File: config.mk
export PLATFORM = sky130hd
export DESIGN_NAME = level_meter_ballistics_unit_flat
export DESIGN_NICKNAME = d
export VERILOG_FILES = /design/src/design/lvlmb_pkg.sv /design/src/design/lvlmb_item_if.sv /design/src/design/lvlmb_result_if.sv /design/src/design/lvlmb_cfg_if.sv /design/src/design/level_meter_ballistics_unit.sv /design/src/design/lvlmb_cfg_regs.sv /design/src/design/lvlmb_approach.sv /design/src/design/lvlmb_update.sv /design/src/flat_wrapper.sv
export SDC_FILE = /design/constraint.sdc
export NUM_CORES = 2
export LEC_CHECK = 0
export BUFFER_PORTS_ARGS = -buffer_cell sky130_fd_sc_hd__buf_2
export CELL_PAD_IN_SITES_DETAIL_PLACEMENT = 1
export CELL_PAD_IN_SITES_GLOBAL_PLACEMENT = 2
export CORE_MARGIN = 2
export CORE_UTILIZATION = 45
export DETAILED_ROUTE_END_ITERATION = 7
export PLACE_DENSITY = 0.95
export SLEW_MARGIN = 10
export SYNTH_ARGS = -nofsm -noshare
export SYNTH_HDL_FRONTEND = slang
export SYNTH_SLANG_ARGS = --single-unit
export TNS_END_PERCENT = 50
File: constraint.sdc
create_clock -name clk -period 23.8 [get_ports clk]
set_input_delay 4.76 -clock clk [delete_from_list [all_inputs] [get_ports clk]]
set_output_delay 4.76 -clock clk [all_outputs]
set_load 0.05 [all_outputs]
File: src/design/lvlmb_pkg.sv
package lvlmb_pkg;

    // Width of the configuration register index.
    localparam int CFG_INDEX_BITS = 3;

    // Item commands.
    typedef enum logic {
        CMD_SAMPLE    = 1'b0,
        CMD_CLEAR_MAX = 1'b1
    } cmd_t;

    // Meter display modes. The fourth code is shown as peak.
    typedef enum logic [1:0] {
        MODE_PEAK     = 2'd0,
        MODE_RMS_PEAK = 2'd1,
        MODE_VU       = 2'd2
    } meter_mode_t;

    // Configuration register indexes.
    typedef enum logic [CFG_INDEX_BITS-1:0] {
        CFG_ATTACK_COEF    = 3'd0,
        CFG_RELEASE_COEF   = 3'd1,
        CFG_BALANCE_ENABLE = 3'd2,
        CFG_BALANCE_LEVEL  = 3'd3,
        CFG_METER_MODE     = 3'd4
    } cfg_index_t;

    // Mode controls handed from the register file to the datapath.
    typedef struct packed {
        logic        balance_enable;
        meter_mode_t meter_mode;
    } mode_cfg_t;

endpackage

File: src/design/lvlmb_item_if.sv
interface lvlmb_item_if
    import lvlmb_pkg::*;
#(
    parameter int LEVEL_BITS = 24
) ();
    logic                         valid;
    logic                         ready;
    cmd_t                         cmd;
    logic signed [LEVEL_BITS-1:0] sample;

    modport source (output valid, output cmd, output sample, input ready);
    modport sink   (input valid, input cmd, input sample, output ready);
endinterface

File: src/design/lvlmb_result_if.sv
interface lvlmb_result_if #(
    parameter int LEVEL_BITS = 24
) ();
    logic                         valid;
    logic                         ready;
    logic signed [LEVEL_BITS-1:0] bar_level;
    logic signed [LEVEL_BITS-1:0] peak_marker;
    logic signed [LEVEL_BITS-1:0] max_hold;

    modport source (output valid, output bar_level, output peak_marker, output max_hold,
                    input ready);
    modport sink   (input valid, input bar_level, input peak_marker, input max_hold,
                    output ready);
endinterface

File: src/design/lvlmb_cfg_if.sv
interface lvlmb_cfg_if
    import lvlmb_pkg::*;
#(
    parameter int DATA_BITS = 24
) ();
    logic                      valid;
    logic                      ready;
    logic [CFG_INDEX_BITS-1:0] index;
    logic [DATA_BITS-1:0]      data;

    modport source (output valid, output index, output data, input ready);
    modport sink   (input valid, input index, input data, output ready);
endinterface

File: src/design/level_meter_ballistics_unit.sv
// Channel  Direction  Transaction payload
// -------  ---------  ----------------------------------------------
// cfg      in         index (register number), data (register value)
// item     in         cmd (sample or clear max-hold), sample (Q8.16)
// result   out        bar_level, peak_marker, max_hold (Q8.16)
//
// One transaction on item yields one transaction on result. A new item is
// taken every cycle while result is not held; the limit is the feedback
// through the coefficient multipliers into the level registers.
// Reset clears the stored levels and loads the default coefficients.
// A held result stalls the input register, which stalls item in turn.
module level_meter_ballistics_unit
    import lvlmb_pkg::*;
#(
    parameter int LEVEL_BITS     = 24,
    parameter int COEF_FRAC_BITS = 16
) (
    input  logic            clk,
    input  logic            rst_n,
    lvlmb_cfg_if.sink       cfg,
    lvlmb_item_if.sink      item,
    lvlmb_result_if.source  result
);
    localparam int COEF_BITS = COEF_FRAC_BITS + 1;

    // Configuration registers.
    logic [COEF_BITS-1:0]         attack_coef;
    logic [COEF_BITS-1:0]         release_coef;
    logic signed [LEVEL_BITS-1:0] balance_level;
    mode_cfg_t                    mode_cfg;

    // Input register stage.
    logic                         in_valid_reg;
    cmd_t                         cmd_reg;
    logic signed [LEVEL_BITS-1:0] sample_reg;

    // Stored meter levels.
    logic signed [LEVEL_BITS-1:0] peak_reg;
    logic signed [LEVEL_BITS-1:0] rms_reg;
    logic signed [LEVEL_BITS-1:0] hold_reg;
    logic signed [LEVEL_BITS-1:0] peak_next;
    logic signed [LEVEL_BITS-1:0] rms_next;
    logic signed [LEVEL_BITS-1:0] hold_next;
    logic signed [LEVEL_BITS-1:0] bar_next;

    // Result register stage.
    logic                         out_valid_reg;
    logic signed [LEVEL_BITS-1:0] bar_reg;
    logic signed [LEVEL_BITS-1:0] peak_out_reg;
    logic signed [LEVEL_BITS-1:0] hold_out_reg;

    logic                         item_take;
    logic                         advance;

    lvlmb_cfg_regs #(
        .LEVEL_BITS     (LEVEL_BITS),
        .COEF_FRAC_BITS (COEF_FRAC_BITS)
    ) u_cfg_regs (
        .clk           (clk),
        .rst_n         (rst_n),
        .cfg           (cfg),
        .attack_coef   (attack_coef),
        .release_coef  (release_coef),
        .balance_level (balance_level),
        .mode_cfg      (mode_cfg)
    );

    // The held item moves on whenever the result register is empty or
    // is being emptied in this cycle.
    assign advance    = in_valid_reg && (!out_valid_reg || result.ready);
    assign item.ready = !in_valid_reg || advance;
    assign item_take  = item.valid && item.ready;

    lvlmb_update #(
        .LEVEL_BITS     (LEVEL_BITS),
        .COEF_FRAC_BITS (COEF_FRAC_BITS)
    ) u_update (
        .cmd           (cmd_reg),
        .sample        (sample_reg),
        .peak_level    (peak_reg),
        .rms_level     (rms_reg),
        .hold_level    (hold_reg),
        .attack_coef   (attack_coef),
        .release_coef  (release_coef),
        .balance_level (balance_level),
        .mode_cfg      (mode_cfg),
        .peak_next     (peak_next),
        .rms_next      (rms_next),
        .hold_next     (hold_next),
        .bar_next      (bar_next)
    );

    // Control and level state.
    always_ff @(posedge clk or negedge rst_n)
    begin
        if (!rst_n)
        begin
            in_valid_reg  <= 1'b0;
            out_valid_reg <= 1'b0;
            peak_reg      <= '0;
            rms_reg       <= '0;
            hold_reg      <= '0;
        end
        else
        begin
            if (item_take)
                in_valid_reg <= 1'b1;
            else if (advance)
                in_valid_reg <= 1'b0;

            if (advance)
            begin
                out_valid_reg <= 1'b1;
                peak_reg      <= peak_next;
                rms_reg       <= rms_next;
                hold_reg      <= hold_next;
            end
            else if (result.ready)
            begin
                out_valid_reg <= 1'b0;
            end
        end
    end

    // Payload registers need no reset.
    always_ff @(posedge clk)
    begin
        if (item_take)
        begin
            cmd_reg    <= item.cmd;
            sample_reg <= item.sample;
        end
        if (advance)
        begin
            bar_reg      <= bar_next;
            peak_out_reg <= peak_next;
            hold_out_reg <= hold_next;
        end
    end

    assign result.valid       = out_valid_reg;
    assign result.bar_level   = bar_reg;
    assign result.peak_marker = peak_out_reg;
    assign result.max_hold    = hold_out_reg;
endmodule

File: src/design/lvlmb_cfg_regs.sv
module lvlmb_cfg_regs
    import lvlmb_pkg::*;
#(
    parameter int LEVEL_BITS     = 24,
    parameter int COEF_FRAC_BITS = 16
) (
    input  logic                         clk,
    input  logic                         rst_n,
    lvlmb_cfg_if.sink                    cfg,
    output logic [COEF_FRAC_BITS:0]      attack_coef,
    output logic [COEF_FRAC_BITS:0]      release_coef,
    output logic signed [LEVEL_BITS-1:0] balance_level,
    output mode_cfg_t                    mode_cfg
);
    localparam int COEF_BITS = COEF_FRAC_BITS + 1;
    // Defaults of 0.1 and 0.25 in the coefficient format.
    localparam logic [COEF_BITS-1:0] ATTACK_RESET  = COEF_BITS'(((2 ** COEF_FRAC_BITS) + 5) / 10);
    localparam logic [COEF_BITS-1:0] RELEASE_RESET = COEF_BITS'((2 ** COEF_FRAC_BITS) / 4);

    logic [COEF_BITS-1:0]         attack_reg;
    logic [COEF_BITS-1:0]         release_reg;
    logic signed [LEVEL_BITS-1:0] balance_level_reg;
    mode_cfg_t                    mode_reg;
    logic                         wr_en;

    assign cfg.ready = 1'b1;
    assign wr_en     = cfg.valid && cfg.ready;

    always_ff @(posedge clk or negedge rst_n)
    begin
        if (!rst_n)
        begin
            attack_reg              <= ATTACK_RESET;
            release_reg             <= RELEASE_RESET;
            balance_level_reg       <= '0;
            mode_reg.balance_enable <= 1'b0;
            mode_reg.meter_mode     <= MODE_PEAK;
        end
        else if (wr_en)
        begin
            unique case (cfg.index)
                CFG_ATTACK_COEF:    attack_reg  <= cfg.data[COEF_BITS-1:0];
                CFG_RELEASE_COEF:   release_reg <= cfg.data[COEF_BITS-1:0];
                CFG_BALANCE_ENABLE: mode_reg.balance_enable <= cfg.data[0];
                CFG_BALANCE_LEVEL:  balance_level_reg <= $signed(cfg.data[LEVEL_BITS-1:0]);
                CFG_METER_MODE:     mode_reg.meter_mode <= meter_mode_t'(cfg.data[1:0]);
                default:            ;
            endcase
        end
    end

    assign attack_coef   = attack_reg;
    assign release_coef  = release_reg;
    assign balance_level = balance_level_reg;
    assign mode_cfg      = mode_reg;
endmodule

File: src/design/lvlmb_approach.sv
module lvlmb_approach #(
    parameter int LEVEL_BITS     = 24,
    parameter int COEF_FRAC_BITS = 16
) (
    input  logic signed [LEVEL_BITS-1:0] level,
    input  logic signed [LEVEL_BITS-1:0] target,
    input  logic [COEF_FRAC_BITS:0]      coef,
    output logic signed [LEVEL_BITS-1:0] result
);
    localparam int COEF_BITS = COEF_FRAC_BITS + 1;
    localparam int PROD_BITS = COEF_BITS + 1 + LEVEL_BITS + 1;
    localparam logic signed [PROD_BITS-1:0] SAT_HI =
        PROD_BITS'((64'sd1 <<< (LEVEL_BITS - 1)) - 64'sd1);
    localparam logic signed [PROD_BITS-1:0] SAT_LO = -SAT_HI - PROD_BITS'(1);

    logic signed [COEF_BITS:0]      coef_s;
    logic signed [LEVEL_BITS:0]     diff;
    logic signed [PROD_BITS-1:0]    prod;
    logic signed [PROD_BITS-1:0]    step;
    logic signed [PROD_BITS-1:0]    sum;

    // The arithmetic shift floors the scaled step toward minus infinity.
    always_comb
    begin
        coef_s = $signed({1'b0, coef});
        diff   = (LEVEL_BITS + 1)'(target) - (LEVEL_BITS + 1)'(level);
        prod   = coef_s * diff;
        step   = prod >>> COEF_FRAC_BITS;
        sum    = PROD_BITS'(level) + step;
        if (sum > SAT_HI)
            result = SAT_HI[LEVEL_BITS-1:0];
        else if (sum < SAT_LO)
            result = SAT_LO[LEVEL_BITS-1:0];
        else
            result = sum[LEVEL_BITS-1:0];
    end
endmodule

File: src/design/lvlmb_update.sv
module lvlmb_update
    import lvlmb_pkg::*;
#(
    parameter int LEVEL_BITS     = 24,
    parameter int COEF_FRAC_BITS = 16
) (
    input  cmd_t                         cmd,
    input  logic signed [LEVEL_BITS-1:0] sample,
    input  logic signed [LEVEL_BITS-1:0] peak_level,
    input  logic signed [LEVEL_BITS-1:0] rms_level,
    input  logic signed [LEVEL_BITS-1:0] hold_level,
    input  logic [COEF_FRAC_BITS:0]      attack_coef,
    input  logic [COEF_FRAC_BITS:0]      release_coef,
    input  logic signed [LEVEL_BITS-1:0] balance_level,
    input  mode_cfg_t                    mode_cfg,
    output logic signed [LEVEL_BITS-1:0] peak_next,
    output logic signed [LEVEL_BITS-1:0] rms_next,
    output logic signed [LEVEL_BITS-1:0] hold_next,
    output logic signed [LEVEL_BITS-1:0] bar_next
);
    localparam logic signed [LEVEL_BITS-1:0] LEVEL_MIN = {1'b1, {(LEVEL_BITS-1){1'b0}}};
    localparam logic signed [LEVEL_BITS-1:0] LEVEL_MAX = {1'b0, {(LEVEL_BITS-1){1'b1}}};

    logic signed [LEVEL_BITS-1:0] abs_sample;
    logic signed [LEVEL_BITS-1:0] peak_decay;
    logic signed [LEVEL_BITS-1:0] rms_step;
    logic [COEF_FRAC_BITS:0]      rms_coef;
    logic                         jump;
    logic signed [LEVEL_BITS-1:0] peak_upd;
    logic signed [LEVEL_BITS-1:0] rms_upd;

    // The most negative sample has no positive twin and saturates.
    always_comb
    begin
        if (sample == LEVEL_MIN)
            abs_sample = LEVEL_MAX;
        else if (sample < 0)
            abs_sample = -sample;
        else
            abs_sample = sample;
    end

    assign rms_coef = (abs_sample > rms_level) ? attack_coef : release_coef;

    lvlmb_approach #(
        .LEVEL_BITS     (LEVEL_BITS),
        .COEF_FRAC_BITS (COEF_FRAC_BITS)
    ) u_peak_step (
        .level  (peak_level),
        .target (sample),
        .coef   (release_coef),
        .result (peak_decay)
    );

    lvlmb_approach #(
        .LEVEL_BITS     (LEVEL_BITS),
        .COEF_FRAC_BITS (COEF_FRAC_BITS)
    ) u_rms_step (
        .level  (rms_level),
        .target (abs_sample),
        .coef   (rms_coef),
        .result (rms_step)
    );

    always_comb
    begin
        // In balance mode the peak jumps outward, away from the centre level.
        if (mode_cfg.balance_enable)
        begin
            if (sample > balance_level)
                jump = (peak_level <= sample);
            else
                jump = (peak_level > sample);
        end
        else
        begin
            jump = (peak_level < sample);
        end

        peak_upd = jump ? sample : peak_decay;
        rms_upd  = (rms_step < 0) ? '0 : rms_step;

        if (cmd == CMD_CLEAR_MAX)
        begin
            peak_next = peak_level;
            rms_next  = rms_level;
            hold_next = '0;
        end
        else
        begin
            peak_next = peak_upd;
            rms_next  = rms_upd;
            hold_next = (peak_upd > hold_level) ? peak_upd : hold_level;
        end

        case (mode_cfg.meter_mode)
            MODE_RMS_PEAK: bar_next = rms_next;
            default:       bar_next = peak_next;
        endcase
    end
endmodule
File: src/flat_wrapper.sv
// flat-port wrapper written by rule: the top's interface ports become plain ports
module level_meter_ballistics_unit_flat import lvlmb_pkg::*;
#(
    parameter int LEVEL_BITS     = 24,
    parameter int COEF_FRAC_BITS = 16
)
  (clk, rst_n, cfg_valid, cfg_index, cfg_data, cfg_ready, item_valid, item_cmd, item_sample, item_ready, result_valid, result_bar_level, result_peak_marker, result_max_hold, result_ready);
  lvlmb_cfg_if cfg_i ();
  lvlmb_item_if #(.LEVEL_BITS(LEVEL_BITS)) item_i ();
  lvlmb_result_if #(.LEVEL_BITS(LEVEL_BITS)) result_i ();
  input  logic clk;
  input  logic rst_n;
  input wire logic [$bits(cfg_i.valid)-1:0] cfg_valid;
  input wire logic [$bits(cfg_i.index)-1:0] cfg_index;
  input wire logic [$bits(cfg_i.data)-1:0] cfg_data;
  output wire logic [$bits(cfg_i.ready)-1:0] cfg_ready;
  input wire logic [$bits(item_i.valid)-1:0] item_valid;
  input wire logic [$bits(item_i.cmd)-1:0] item_cmd;
  input wire logic [$bits(item_i.sample)-1:0] item_sample;
  output wire logic [$bits(item_i.ready)-1:0] item_ready;
  output wire logic [$bits(result_i.valid)-1:0] result_valid;
  output wire logic [$bits(result_i.bar_level)-1:0] result_bar_level;
  output wire logic [$bits(result_i.peak_marker)-1:0] result_peak_marker;
  output wire logic [$bits(result_i.max_hold)-1:0] result_max_hold;
  input wire logic [$bits(result_i.ready)-1:0] result_ready;
  assign cfg_i.valid = cfg_valid;
  assign cfg_i.index = cfg_index;
  assign cfg_i.data = cfg_data;
  assign cfg_ready = cfg_i.ready;
  assign item_i.valid = item_valid;
  assign item_i.cmd = item_cmd;
  assign item_i.sample = item_sample;
  assign item_ready = item_i.ready;
  assign result_valid = result_i.valid;
  assign result_bar_level = result_i.bar_level;
  assign result_peak_marker = result_i.peak_marker;
  assign result_max_hold = result_i.max_hold;
  assign result_i.ready = result_ready;
  level_meter_ballistics_unit #(.LEVEL_BITS(LEVEL_BITS), .COEF_FRAC_BITS(COEF_FRAC_BITS)) u_core (.clk(clk), .rst_n(rst_n), .cfg(cfg_i), .item(item_i), .result(result_i));
endmodule
==> impl.org <==
** Outcome
- Result of the run :: completed

** Detailed routing
- For this block, the initial DRC count from the detailed router was 2884.
- Signal routing reaches up to met5.
- Summed over all layers, the routed wires come to 167 mm.
- After detailed routing, the wire length on met1 is 70.3 mm.
- In the final routed layout, each cell accounts on average for 24.8 microns.
- Detailed routing placed a total of 13.7 mm of wire on met3.
- Using the TritonRoute via totals, the vias-per-cell ratio works out to 5.81.
- The routed design uses 76.0 mm of met2 wire.
- Remaining DRCs :: 0
- Remaining antenna violation count after routing :: 0
- Detailed-router iteration count before antenna repair :: 6
- Via count of the routed design :: 39.2k

** Die
- Initial standard-cell utilization of the core :: 0.453
- The core region is 105000 sq um.
- In this run the horizontal extent of the chip is 330 microns.
- Chip height :: 330 microns
- Total die area :: 109000 sq um
- Number of top-level design ports :: 132
- The initialized floorplan defines 119 standard-cell rows.

** Placement
- Once placement completed, the tool counted placed cells totaling 6697.
- HPWL reported at the end of detailed placement :: 133 mm
- Routability-driven placement finished with a final weighted congestion of 0.946.
- Buffers placed on the I/O ports in this run total 130.
- Post-Place Setup Slack :: 6.90 ns

** Min path
- Min-Delay Startpoint :: u_core.in_valid_reg
- Counting instances, the worst hold path has a depth of 1.
- Path class of the lowest-slack min-delay path :: reg -> reg
- The worst hold path terminates at u_core.result.valid.

** Layout
- Layout-stage area growth over the synthesis result :: 7.03%
- Counting the fill cells in the layout gives 12.3k.
- Final Non-Filler Cells :: 6747
- Final #Nets :: 6582
- Of the cells placed in the final design, the portion with a size suffix greater than 1 is 0.0850.
- In the final layout, flip-flops and latches occupy 6300 sq um.
- The multi-input combinational cells in the finished layout cover a total of 36500 sq um.

** Worst setup path
- Most frequent CP cell :: fa_1
- CP startpoint kind :: flop
- The worst register-to-register path begins at u_core.sample_reg[0].
- Depth of the worst register-to-register path :: 53
- Required time reported for the critical path endpoint :: 24.25 ns
- Max Fanout on Critical Path :: 25
- Worst setup path category :: reg -> reg
- Endpoint of the worst register-to-register path :: u_core.hold_reg[0]
- Worst reg2reg setup slack :: 6.54 ns
- The slowest stage of the critical path belongs to the cell xnor2_2.
- Sort of element at the end of the critical path :: flop
- Peak per-stage delay on the critical path :: 0.94 ns
- CP arrival :: 17.71 ns

** Logic synthesis
- In the post-synthesis netlist, the biggest area contributors are fa_1 (35%), ha_1 (9.4%), inv_1 (8.7%).
- Post-synthesis register bit count :: 232
- Proportion of synthesized chip area in sequential cells :: 0.132
- Synthesized net count :: 6540
- Most frequent cells after synthesis :: inv_1 (1105), fa_1 (832), nand2_1 (576)
- Count of unique library cells instantiated by Yosys :: 99
- Leading cell type by number of instances after synthesis :: inv_1
- Netlist Area Pre-Place :: 47700 sq um
- Most instantiated flip-flop cell in the synthesis netlist :: dfrtp_1
- Instance count of the mapped netlist :: 5293
- For this run, the number of Yosys warnings is 0.
- Top cell type's share of synthesized area :: 0.349
- Number of synthesized flops with an enable pin :: 97
- Fraction of registers with async set/reset :: 0.582
- Biggest area consumer among synthesized cells :: fa_1
- Dividing the synthesized area by the synthesized cell count gives 9.01 sq um.

** CTS
- Number of sinks on the clock net :: 232
- Maximum count of clock buffers along a single path :: 3
- TritonCTS clock tree :: done
- Number of gates given a new drive strength after cts :: 0
- Number of buffers inserted by hold repair at cts :: 0
- Clock latency on the worst-skew pair, taken at its later pin, is 0.59 ns.
- Post-CTS timing repair inserted 0 buffers for setup.
- Clock Pin Slew Worst Setup and Hold Paths :: 0.07 ns
- Number of buffers added by the clock tree synthesis step :: 27
- Count of H-tree levels built during CTS :: 1
- Cell at the root of the clock tree :: clkbuf_16

** Timing
- Across all setup checks in the final design, the least slack found is 6.54 ns.
- Slew at the pin with the worst max-slew slack :: 1.28 ns
- Based on the critical path, the design can be clocked at up to 57.9 MHz.
- Max-slew violation count :: 0
- Final Setup Violations :: 0
- The number of hold violations in the final report is 0.
- Measured against its own limit, the worst slew margin works out to 0.144.
- The worst path needs 17.26 ns of the cycle, external delays included.
- Worst clock skew on the final layout :: 0.0409 ns
- Adding up every negative setup slack in the final design gives 0 ns.
- Of the available clock period, the critical path in the final layout requires 0.725.
- Unrepaired setup endpoints after global routing :: no

** GRT
- Overflow after GRT :: 0
- Global-route wire length before repair :: 261 mm
- In the global route stage, overall resource usage came out at 0.314.
- The number of antenna violations at the first check in global routing is 6.
- Vias in the first global route :: 43.1k
- Entering global routing, the biggest net connects 75 pins.

** Job
- Count of maximum capacitance violations :: 0
## through the flow
| stage | hold slack [ns] | instance area (sq um) | utilization |
|---|---|---|---|
| floorplan | 0.449 | 47700 | - |
| global placement | 0.472 | 50100 | 0.476 |
| detailed placement | 0.498 | 50100 | 0.476 |
| CTS | 0.508 | 51100 | 0.485 |
| global route | 0.521 | 51100 | 0.485 |
| finish | 0.502 | 51100 | 0.485 |
## metal layers
| metal | vias up | track usage |
|---|---|---|
| met5 | - | 0 |
| met4 | 6 | 0.115 |
| met1 | 20400 | 0.431 |
| met3 | 410 | 0.0565 |
| li1 | 16800 | - |
| met2 | 1544 | 0.500 |
## how the worst max path moves through the flow
stage	from	endpoint	slack [ns]	cells after the start
after floorplan	u_core.sample_reg[0]	u_core.result.max_hold[3]	10.28	58
after global placement	u_core.sample_reg[0]	u_core.result.max_hold[11]	7.04	53
after detailed placement	u_core.sample_reg[0]	u_core.result.max_hold[11]	6.90	54
after CTS	u_core.sample_reg[0]	u_core.hold_reg[0]	6.69	54
after global routing	u_core.sample_reg[0]	u_core.hold_reg[0]	5.65	54
final	u_core.sample_reg[0]	u_core.hold_reg[0]	6.54	53
## layout by cell type (no fill, tap or decap), types with 23 or more instances in the layout
master	count
a211oi_1	27
and2_1	215
fa_1	832
clkbuf_16	27
buf_2	129
nor2_1	325
and3_1	23
buf_4	106
o22ai_1	35
mux2_2	79
dfrtp_1	127
o211ai_1	34
ha_1	358
o32ai_1	29
xnor2_1	94
nand2b_1	57
o31ai_1	38
inv_1	1105
o21a_1	39
xor2_1	57
nor2b_1	52
nand3b_1	34
a31oi_1	33
nand3_1	89
nor3_1	63
nand2_1	576
a21oi_1	116
mux2i_1	27
edfxtp_1	97
a21o_1	71
o21ai_0	111
## kinds of logic (layout without fill, tap and decap cells)
| kind of cell | after synthesis | in the layout | synth area share |
|---|---|---|---|
| AND/OR/NAND/NOR | 1556 | 1556 | 0.156 |
| buffers and inverters | 1329 | 1391 | 0.107 |
| adder cells (fa/ha/maj) | 1190 | 1190 | 0.443 |
| AO/OA/AOI/OAI | 716 | 716 | 0.107 |
| flip-flops | 232 | 232 | 0.132 |
| XOR/XNOR | 156 | 156 | 0.0286 |
| multiplexers | 113 | 113 | 0.0259 |
| other | 1 | 2 | 0.0000786 |
## worst max-delay path: cells and delay by family, from the launching register on
family | cells | cell delay, ns
AND/OR/NAND/NOR | 11 | 2.27
XOR/XNOR | 2 | 1.09
adder cells (fa/ha/maj) | 11 | 4.50
AO/OA/AOI/OAI | 23 | 8.18
flip-flops | 1 | 0.49
buffers and inverters | 6 | 0.55
## final cells by class
cell class,instances,share of cell area
diodes,1,0.0000490
clock buffers,36,0.0151
clock inverters,13,0.00331
inverters,1106,0.0813
multi-input cells,3732,0.714
flip-flops and latches,232,0.123
well taps,1391,0.0341
repair buffers,236,0.0284
Power is not shown: default switching activity piles up to over one toggle a cycle in this logic, so the estimate is an artifact.
